--- src/hw/rtl/jpt_pkg.sv ---
`default_nettype none
package jpt_pkg;

    localparam logic [7:0] CLS_NONE  = 8'h00;
    localparam logic [7:0] CLS_DIGIT = 8'hAA;
    localparam logic [7:0] CLS_ALPHA = 8'hEE;

    localparam logic [7:0] CH_DOLLAR  = 8'h24;
    localparam logic [7:0] CH_DOT     = 8'h2E;
    localparam logic [7:0] CH_LBRACK  = 8'h5B;
    localparam logic [7:0] CH_RBRACK  = 8'h5D;

    localparam logic [2:0] MODE_ROOT     = 3'd0;
    localparam logic [2:0] MODE_SEG      = 3'd1;
    localparam logic [2:0] MODE_DOT      = 3'd2;
    localparam logic [2:0] MODE_NAME     = 3'd3;
    localparam logic [2:0] MODE_BRACKET  = 3'd4;
    localparam logic [2:0] MODE_INDEX    = 3'd5;
    localparam logic [2:0] MODE_REJECTED = 3'd6;

    localparam logic [1:0] ST_RUN    = 2'd0;
    localparam logic [1:0] ST_ACCEPT = 2'd1;
    localparam logic [1:0] ST_REJECT = 2'd2;

    typedef struct packed {
        logic [7:0] ch;
        logic       end_of_path;
    } t_in;

    typedef struct packed {
        logic        root_seen;
        logic        name_char_valid;
        logic [7:0]  name_char;
        logic        name_done;
        logic        index_done;
        logic [31:0] index_value;
        logic [1:0]  status;
    } t_out;

    typedef struct packed {
        logic [2:0]  mode;
        logic [31:0] accum;
    } t_lex_state;

    function automatic logic [7:0] char_class(input logic [7:0] c);
        logic [7:0] cls;
        cls = CLS_NONE;
        if (c inside {[8'h30:8'h39]}) begin
            cls = CLS_DIGIT;
        end else if (c inside {[8'h41:8'h5A], [8'h61:8'h7A], 8'h5F, 8'h2D}) begin
            cls = CLS_ALPHA;
        end
        return cls;
    endfunction

    function automatic logic [2:0] segment_start(input logic [7:0] c);
        logic [2:0] m;
        m = MODE_REJECTED;
        if (c == CH_DOT) begin
            m = MODE_DOT;
        end else if (c == CH_LBRACK) begin
            m = MODE_BRACKET;
        end
        return m;
    endfunction

endpackage
`default_nettype wire

--- src/hw/rtl/json_path_tokenizer.sv ---
// Path expression tokenizer: one character or end-of-path mark per transfer in, exactly one
// result per transfer out, in order. Items pass an input register, combinational lexing against
// the parse state (mode and a 32-bit index accumulator with a times-ten add), and a result
// register, so one item is taken every cycle while the output side keeps up. Back-pressure on
// the output stalls the input register, and the input side then stalls in turn. Status is 0
// while running or after a syntax error, 1 or 2 on the end-of-path item, after which the
// parse state returns to its reset value.
`default_nettype none
module json_path_tokenizer (
    input  wire                  i_clk,
    input  wire                  i_rst_n,
    input  wire                  i_in_valid,
    output logic                 o_in_ready,
    input  wire jpt_pkg::t_in    i_in_data,
    output logic                 o_out_valid,
    input  wire                  i_out_ready,
    output jpt_pkg::t_out        o_out_data
);

    logic                r_in_vld;
    jpt_pkg::t_in        r_in;
    logic                r_out_vld;
    jpt_pkg::t_out       r_out;
    jpt_pkg::t_lex_state r_state;

    jpt_pkg::t_lex_state n_state;
    jpt_pkg::t_out       n_out;
    logic                adv;

    assign adv         = r_in_vld && (!r_out_vld || i_out_ready);
    assign o_in_ready  = !r_in_vld || adv;
    assign o_out_valid = r_out_vld;
    assign o_out_data  = r_out;

    jpt_lex u_lex (
        .i_state  (r_state),
        .i_item   (r_in),
        .o_state  (n_state),
        .o_result (n_out)
    );

    always_ff @(posedge i_clk) begin
        if (!i_rst_n) begin
            r_in_vld      <= 1'b0;
            r_out_vld     <= 1'b0;
            r_state.mode  <= jpt_pkg::MODE_ROOT;
            r_state.accum <= '0;
        end else begin
            if (o_in_ready) begin
                r_in_vld <= i_in_valid;
            end
            if (adv) begin
                r_out_vld <= 1'b1;
                r_state   <= n_state;
            end else if (i_out_ready) begin
                r_out_vld <= 1'b0;
            end
        end
    end

    always_ff @(posedge i_clk) begin
        if (o_in_ready && i_in_valid) begin
            r_in <= i_in_data;
        end
        if (adv) begin
            r_out <= n_out;
        end
    end

    a_end_resets: assert property (@(posedge i_clk) disable iff (!i_rst_n)
        adv && r_in.end_of_path |=> r_state.mode == jpt_pkg::MODE_ROOT && r_state.accum == '0)
        else $error("parse state not cleared after end of path");

    a_status_only_at_end: assert property (@(posedge i_clk) disable iff (!i_rst_n)
        adv && !r_in.end_of_path |=> r_out.status == jpt_pkg::ST_RUN)
        else $error("status reported on a character item");

    a_index_alone: assert property (@(posedge i_clk) disable iff (!i_rst_n)
        o_out_valid && o_out_data.index_done |->
            !o_out_data.name_char_valid && !o_out_data.root_seen && !o_out_data.name_done)
        else $error("index completion mixed with other tokens");

    a_stall_holds: assert property (@(posedge i_clk) disable iff (!i_rst_n)
        r_out_vld && !i_out_ready |=> r_out_vld && $stable(r_state))
        else $error("parse state moved while result stalled");

endmodule
`default_nettype wire

--- src/hw/rtl/jpt_lex.sv ---
`default_nettype none
module jpt_lex (
    input  wire jpt_pkg::t_lex_state i_state,
    input  wire jpt_pkg::t_in        i_item,
    output jpt_pkg::t_lex_state      o_state,
    output jpt_pkg::t_out            o_result
);

    logic [7:0]  cls;
    logic [31:0] digit;
    logic [31:0] times_ten;

    assign cls       = jpt_pkg::char_class(i_item.ch);
    assign digit     = {28'd0, i_item.ch[3:0]};
    assign times_ten = {i_state.accum[28:0], 3'b000} + {i_state.accum[30:0], 1'b0};

    always_comb begin
        o_state  = i_state;
        o_result = '0;
        if (i_item.end_of_path) begin
            if (i_state.mode == jpt_pkg::MODE_SEG) begin
                o_result.status = jpt_pkg::ST_ACCEPT;
            end else if (i_state.mode == jpt_pkg::MODE_NAME) begin
                o_result.name_done = 1'b1;
                o_result.status    = jpt_pkg::ST_ACCEPT;
            end else begin
                o_result.status = jpt_pkg::ST_REJECT;
            end
            o_state.mode  = jpt_pkg::MODE_ROOT;
            o_state.accum = '0;
        end else begin
            case (i_state.mode)
                jpt_pkg::MODE_ROOT: begin
                    if (i_item.ch == jpt_pkg::CH_DOLLAR) begin
                        o_result.root_seen = 1'b1;
                        o_state.mode       = jpt_pkg::MODE_SEG;
                    end else begin
                        o_state.mode = jpt_pkg::MODE_REJECTED;
                    end
                end
                jpt_pkg::MODE_SEG: begin
                    o_state.mode = jpt_pkg::segment_start(i_item.ch);
                end
                jpt_pkg::MODE_DOT: begin
                    if (cls != jpt_pkg::CLS_NONE) begin
                        o_result.name_char_valid = 1'b1;
                        o_result.name_char       = i_item.ch;
                        o_state.mode             = jpt_pkg::MODE_NAME;
                    end else begin
                        o_state.mode = jpt_pkg::MODE_REJECTED;
                    end
                end
                jpt_pkg::MODE_NAME: begin
                    if (cls != jpt_pkg::CLS_NONE) begin
                        o_result.name_char_valid = 1'b1;
                        o_result.name_char       = i_item.ch;
                    end else begin
                        o_result.name_done = 1'b1;
                        o_state.mode       = jpt_pkg::segment_start(i_item.ch);
                    end
                end
                jpt_pkg::MODE_BRACKET: begin
                    if (cls == jpt_pkg::CLS_DIGIT) begin
                        o_state.accum = digit;
                        o_state.mode  = jpt_pkg::MODE_INDEX;
                    end else begin
                        o_state.mode = jpt_pkg::MODE_REJECTED;
                    end
                end
                jpt_pkg::MODE_INDEX: begin
                    if (cls == jpt_pkg::CLS_DIGIT) begin
                        o_state.accum = times_ten + digit;
                    end else if (i_item.ch == jpt_pkg::CH_RBRACK) begin
                        o_result.index_done  = 1'b1;
                        o_result.index_value = i_state.accum;
                        o_state.accum        = '0;
                        o_state.mode         = jpt_pkg::MODE_SEG;
                    end else begin
                        o_state.mode = jpt_pkg::MODE_REJECTED;
                    end
                end
                default: begin
                    o_state.mode = jpt_pkg::MODE_REJECTED;
                end
            endcase
        end
    end

endmodule
`default_nettype wire

--- config.mk ---
export PLATFORM = sky130hd
export DESIGN_NAME = json_path_tokenizer
export DESIGN_NICKNAME = d
export VERILOG_FILES = /design/src/hw/rtl/jpt_pkg.sv /design/src/hw/rtl/json_path_tokenizer.sv /design/src/hw/rtl/jpt_lex.sv
export SDC_FILE = /design/constraint.sdc
export NUM_CORES = 1
export LEC_CHECK = 0
export BUFFER_PORTS_ARGS = -buffer_cell sky130_fd_sc_hd__clkbuf_2
export CAP_MARGIN = 15
export CORE_AREA = 4 4 124 126
export DETAILED_ROUTE_END_ITERATION = 16
export DIE_AREA = 0 0 128 130
export SYNTH_ARGS = -nofsm -noshare
export SYNTH_HDL_FRONTEND = slang
export SYNTH_HIERARCHICAL = 1
export SYNTH_SLANG_ARGS = --single-unit
--- constraint.sdc ---
create_clock -name i_clk -period 3.95 [get_ports i_clk]
set_clock_uncertainty 0.2 [all_clocks]
set_input_delay 0.79 -clock i_clk [delete_from_list [all_inputs] [get_ports i_clk]]
set_output_delay 0.79 -clock i_clk [all_outputs]
set_load 0.005 [all_outputs]
==> results of run 1 <==
## state kept, by name, summed over array words and instances, names as in the netlist
register     cells
o_out_data      46
o_out_valid      1
r_in             9
r_in_vld         1
r_state         35
## power groups by stage
stage / clock (mW) / combinational, mW / sequential, mW
after floorplan: 0 / 0.0841 / 1.08
after global placement: 0 / 0.125 / 1.08
after detailed placement: 0 / 0.127 / 1.08
after CTS: 0.832 / 0.128 / 1.06
after global routing: 0.872 / 0.139 / 1.06
final: 0.803 / 0.126 / 1.06
## routing by layer
| metal | global-route usage [%] | vias up | routed length, microns | part of all wire [%] |
|---|---|---|---|---|
| met4 | 6.24 | 0 | 291 | 2.1 |
| met5 | 0 | - | 0 | 0 |
| met1 | 23.7 | 2414 | 6550 | 47 |
| li1 | - | 2572 | - | - |
| met2 | 28.0 | 134 | 6470 | 46 |
| met3 | 3.40 | 19 | 607 | 4.4 |
## cell usage in the layout (no fill, tap or decap), types with 9 or more instances in the layout
cell,synthesis,layout
nand2_1,136,136
clkbuf_2,0,60
ha_1,58,58
edfxtp_1,55,55
o21ai_0,46,46
and2_1,43,43
mux2i_1,41,41
a21oi_1,39,39
dfxtp_1,37,37
nor2_1,24,24
inv_1,14,14
a21o_1,13,13
nor3_1,13,12
xnor2_1,12,12
xor2_1,12,12
buf_4,2,11
clkbuf_16,0,9
## critical path: cells and delay by family, from the launching register on
kind | cells | cell delay (ns)
AO/OA/AOI/OAI | 6 | 1.51
XOR/XNOR | 1 | 0.09
adder cells (fa/ha/maj) | 2 | 1.03
buffers and inverters | 2 | 0.16
flip-flops | 1 | 0.37
multiplexers | 1 | 0.09
AND/OR/NAND/NOR | 1 | 0.05
## cells by family after synthesis
group	after synthesis
adder cells (fa/ha/maj)	60
AND/OR/NAND/NOR	268
buffers and inverters	49
other	1
AO/OA/AOI/OAI	152
multiplexers	42
flip-flops	92
XOR/XNOR	24
## worst paths after layout
| path | cells past startpoint | end | startpoint | slack (ns) |
|---|---|---|---|---|
| setup reg to reg | 13 | r_state[28] | r_state[0] | 0.31 |
| hold reg to reg | 2 | r_state[2] | r_state[2] | 0.28 |
| setup / recovery | 13 | r_state[28] | r_state[0] | 0.31 |
| hold / removal | 2 | r_state[2] | r_state[2] | 0.28 |
## final cells by class
| class | count | area, sq um | area share (%) |
|---|---|---|---|
| Multi-Input combinational cell | 547 | 3710 | 52.6 |
| Tap cell | 184 | 230 | 3.26 |
| Clock buffer | 10 | 229 | 3.24 |
| Sequential cell | 92 | 2390 | 33.9 |
| Clock inverter | 6 | 40.0 | 0.567 |
| Inverter | 14 | 52.6 | 0.745 |
| Timing Repair Buffer | 72 | 403 | 5.71 |
## through the flow
stage	setup WS, ns	utilization (%)	total power, mW
detailed placement	0.337	47.4	1.21
global route	0.108	49.3	2.07
CTS	0.313	49.3	2.02
finish	0.313	49.3	1.99
floorplan	0.574	-	1.16
global placement	0.370	47.4	1.21
==> impl_metrics.json, run 1 <==
{
  "cts.clk_slew.worst_paths_ns": 0.07,
  "cts_tree": "yes",
  "ant_nets": 0,
  "tritoncts.num_buffers": 9,
  "ir_drop_mv": 0.180,
  "synth_top_family_by_area": "simple AND/OR/NAND/NOR gates",
  "intPower_mw": 1.52,
  "grt_pass1_vias": 4954,
  "drc": 0,
  "synth_area_sq_mm": 0.00636,
  "die_w_microns": 128,
  "cap_viol_max_count": 0,
  "finalSetupTns_ns": 0,
  "async_flop_share_pct": 0,
  "synth-simple-area-share_pct": 20.6,
  "period_needed_ns": 3.64,
  "grt_pass1_wl_microns": 23900,
  "combPwrFrac_pct": 6.3,
  "antenna_found_initial": 0,
  "die_height_microns": 130,
  "synth_area_per_cell_sq_um": 9.25,
  "die_area_sq_mm": 0.0166,
  "design.core.area_sq_mm": 0.0143,
  "synth_area_leaders": "edfxtp_1, dfxtp_1, ha_1, nand2_1, mux2i_1",
  "rows": 44,
  "p_sw_share_pct": 23.6,
  "outcome": "completed",
  "fin_hold_ws_ns": 0.285,
  "clockBufferDepth": 2,
  "syn-num-nets": 761,
  "place_area_sq_mm": 0.00679,
  "synth_top_cell_area_share_pct": 26.0,
  "synth_xor_area_share_pct": 3.30,
  "worstSetupPathType": "register to register",
  "slowest_delay_ns": 0.54,
  "synth.distinct_cells": 71,
  "synthTopCellsByCount": "nand2_1, ha_1, edfxtp_1",
  "crit_slowest_cell": "fa_1",
  "end_kind": "register",
  "gp_congestion": 0.925,
  "cp.arrival_ns": 3.67,
  "fin_crit_sh_pct": 92.1,
  "seq_area_frac_synth_pct": 37.6,
  "portBuffers": 60,
  "cts_setup_buffers": 0,
  "htree_levels": 3,
  "cp_max_fo": 6,
  "holdBufCountCts": 0,
  "ys.flop_type": "edfxtp_1",
  "dr.first_iter.drc_count": 343,
  "design_area_sq_mm": 0.00706,
  "crit_required_ns": 3.98,
  "rsz0062_at_grt": "no",
  "synth-seq-cells": 92,
  "syn_to_final_growth_pct": 10.9,
  "synth_cells": 688,
  "overflow": 0,
  "dp_hpwl_microns": 9900,
  "final_layout_size_suffix_gt1_share_pct": 14.6,
  "cts-root-buf": "clkbuf_16",
  "vias_per_cell": 5.56,
  "slew_violations": 0,
  "synth_most_common_cell": "nand2_1",
  "fmax_mhz": 275,
  "diodes": 0,
  "synth-compound-area-share_pct": 15.5,
  "max_slew.worst_pin.slew_ns": 0.987,
  "hold_violations": 0,
  "cts.sinks": 92,
  "instances_no_fill": 925,
  "p_leak_nw": 2.83,
  "boundaryPins": 61,
  "yosys_warnings": 6,
  "initial_core_util_pct": 44.4,
  "dp_cells": 909,
  "synth_top_area_cell": "edfxtp_1",
  "synthMuxAreaShare_pct": 6.63,
  "insertion_delay_ns": 0.35,
  "setup_viol": 0,
  "wl_per_cell_microns": 15.0,
  "p_sw_mw": 0.469,
  "fin_nets": 809,
  "wirelength_microns": 13900,
  "cts_resized": 0,
  "seqPwrFrac_pct": 53.3,
  "dr.pass1.iters": 5,
  "crit_path_start_kind": "register",
  "path_cells": "inv_1 > fa_1 > inv_1 > fa_1 > a211oi_2 > o21a_1 > o21ai_1 > a211o_1 > a221oi_2 > xnor2_1 > a32o_1 > nand2_1 > mux2i_1",
  "via_count": 5139,
  "max_slew_margin_pct": 34.2,
  "power_density_mw_per_mm2": 282,
  "synth_edf_count": 55,
  "hold_class": "register to register",
  "grt_max_degree": 82,
  "yosys.area_share.adder_pct": 12.0,
  "clkPwrFrac_pct": 40.4,
  "nFillCells": 1385,
  "grt_usage_pct": 17.5
}
No activity file was read; power rests on OpenSTA's default activity.
==> inputs of run 2 (changes only) <==
==> constraint.sdc (replaced) <==
create_clock -name i_clk -period 3.95 [get_ports i_clk]
set_clock_uncertainty 0.2 [all_clocks]
set_input_delay 1.185 -clock i_clk [delete_from_list [all_inputs] [get_ports i_clk]]
set_output_delay 1.185 -clock i_clk [all_outputs]
set_load 0.005 [all_outputs]
==> impl_metrics.json, run 2 (synthesis gave the netlist of run 1 again) <==
{
  "outcome": "completed",
  "finalSetupTns_ns": 0,
  "cp.arrival_ns": 3.68,
  "worstSetupPathType": "register to register",
  "boundaryPins": 61,
  "via_count": 5096,
  "diodes": 0,
  "wl_per_cell_microns": 15.3,
  "vias_per_cell": 5.52,
  "p_leak_nw": 2.83,
  "grt_pass1_wl_microns": 23600,
  "grt_pass1_vias": 4801,
  "grt_max_degree": 82,
  "cts_resized": 0,
  "crit_slowest_cell": "fa_1",
  "tritoncts.num_buffers": 9,
  "crit_path_start_kind": "register",
  "final_layout_size_suffix_gt1_share_pct": 14.6,
  "die_height_microns": 130,
  "fmax_mhz": 274,
  "nFillCells": 1369,
  "final-seq-area_sq_mm": 0.00239,
  "setup_viol": 0,
  "fin_nets": 808,
  "initial_core_util_pct": 44.4,
  "final_cell_mix": "nand2_1, clkbuf_2, ha_1",
  "design.core.area_sq_mm": 0.0143,
  "gp_congestion": 0.971,
  "ir_drop_mv": 0.165,
  "overflow": 0,
  "dp_hpwl_microns": 10200,
  "htree_levels": 3,
  "grt_usage_pct": 17.4,
  "power_density_mw_per_mm2": 285,
  "dp_cells": 908,
  "critical-path-top-delay-family": "compound AO/OA/AOI/OAI gates",
  "syn_to_final_growth_pct": 11.1,
  "end_kind": "register",
  "insertion_delay_ns": 0.36,
  "critical_path_buf_inv_count": 2,
  "largest_register_ffs": 46,
  "die_area_sq_mm": 0.0166,
  "slew_violations": 0,
  "hold_class": "register to register",
  "cp_max_fo": 6,
  "cts.sinks": 92,
  "max_slew_margin_pct": 41.3,
  "cap_viol_max_count": 0,
  "cts.clk_slew.worst_paths_ns": 0.07,
  "cts_setup_buffers": 0,
  "max_slew.worst_pin.slew_ns": 0.876,
  "rows": 44,
  "portBuffers": 60,
  "clockBufferDepth": 2,
  "cts_tree": "yes",
  "instances_no_fill": 924,
  "dr.first_iter.drc_count": 279,
  "holdBufCountCts": 0,
  "dr.pass1.iters": 5,
  "antenna_found_initial": 0,
  "dpl_worst_slack_ns": 0.367,
  "cts-root-buf": "clkbuf_16",
  "crit_required_ns": 3.98,
  "path_cells": "inv_1 > fa_1 > inv_1 > fa_1 > a211oi_2 > o21a_1 > o21ai_1 > a211o_1 > a221oi_2 > xnor2_1 > a32o_1 > nand2_1 > mux2i_1",
  "ant_nets": 0,
  "hold_violations": 0,
  "die_w_microns": 128,
  "fin_crit_sh_pct": 92.4,
  "rsz0062_at_grt": "no",
  "drc": 0,
  "period_needed_ns": 3.65,
  "slowest_delay_ns": 0.54,
  "layout_commonest_cell": "nand2_1",
  "multi_input_area_sq_mm": 0.00371,
  "layout_setup_ws_ns": 0.300,
  "wirelength_microns": 14200
}
[run 2: cell count changes in the layout (fill, tap and decap cells not counted), sizes merged]
cell      delta
buf          -1
clkinvlp     -1
clkinv       -1
inv          +2
[run 2: worst reg2reg max path, delay by kind of cell (launching register included)]
family / cells / cell delay [ns]
buf+inv: 2 / 0.16
xor+xnor: 1 / 0.12
simple gates: 1 / 0.06
compound gates: 6 / 1.53
mux: 1 / 0.06
fa+ha+maj: 2 / 1.04
flops: 1 / 0.37
[run 2: path summary, 6_finish.rpt]
kind | cells after the start | end | start | slack [ns]
max | 13 | r_state[28] | r_state[0] | 0.30
min | 2 | r_state[31] | r_state[31] | 0.28
max reg2reg | 13 | r_state[28] | r_state[0] | 0.30
min reg2reg | 2 | r_state[31] | r_state[31] | 0.28
[run 2: stage by stage]
| step | util (%) | hold slack [ns] | total power [mW] | instance area [sq um] |
|---|---|---|---|---|
| 2_1_floorplan | - | 0.240 | 1.16 | 6360 |
| 3_3_place_gp | 47.5 | 0.260 | 1.21 | 6790 |
| 3_5_place_dp | 47.5 | 0.280 | 1.21 | 6790 |
| 4_1_cts | 49.4 | 0.288 | 2.04 | 7070 |
| 5_1_grt | 49.4 | 0.309 | 2.09 | 7070 |
| 6_report | 49.4 | 0.281 | 2.01 | 7070 |
[run 2: area by class of cell]
type / count / area share [%]
timing repair buffer: 71 / 5.77
inverter: 14 / 0.743
sequential: 92 / 33.8
tap: 184 / 3.26
clock inverter: 6 / 0.655
clock buffer: 10 / 3.24
multi-input combinational: 547 / 52.5
[run 2: report_power, final]
part | leakage (nW) | switching, mW | internal, mW
sequential | 0.805 | 0.0170 | 1.04
combinational | 1.90 | 0.0759 | 0.0495
clock | 0.130 | 0.392 | 0.433
[run 2: layer usage]
layer	up-vias	GRT usage (%)	wire (microns)
met5	-	0	0
met4	0	6.87	285
met3	22	3.19	508
met2	116	28.1	6660
met1	2387	23.2	6710
li1	2571	-	-
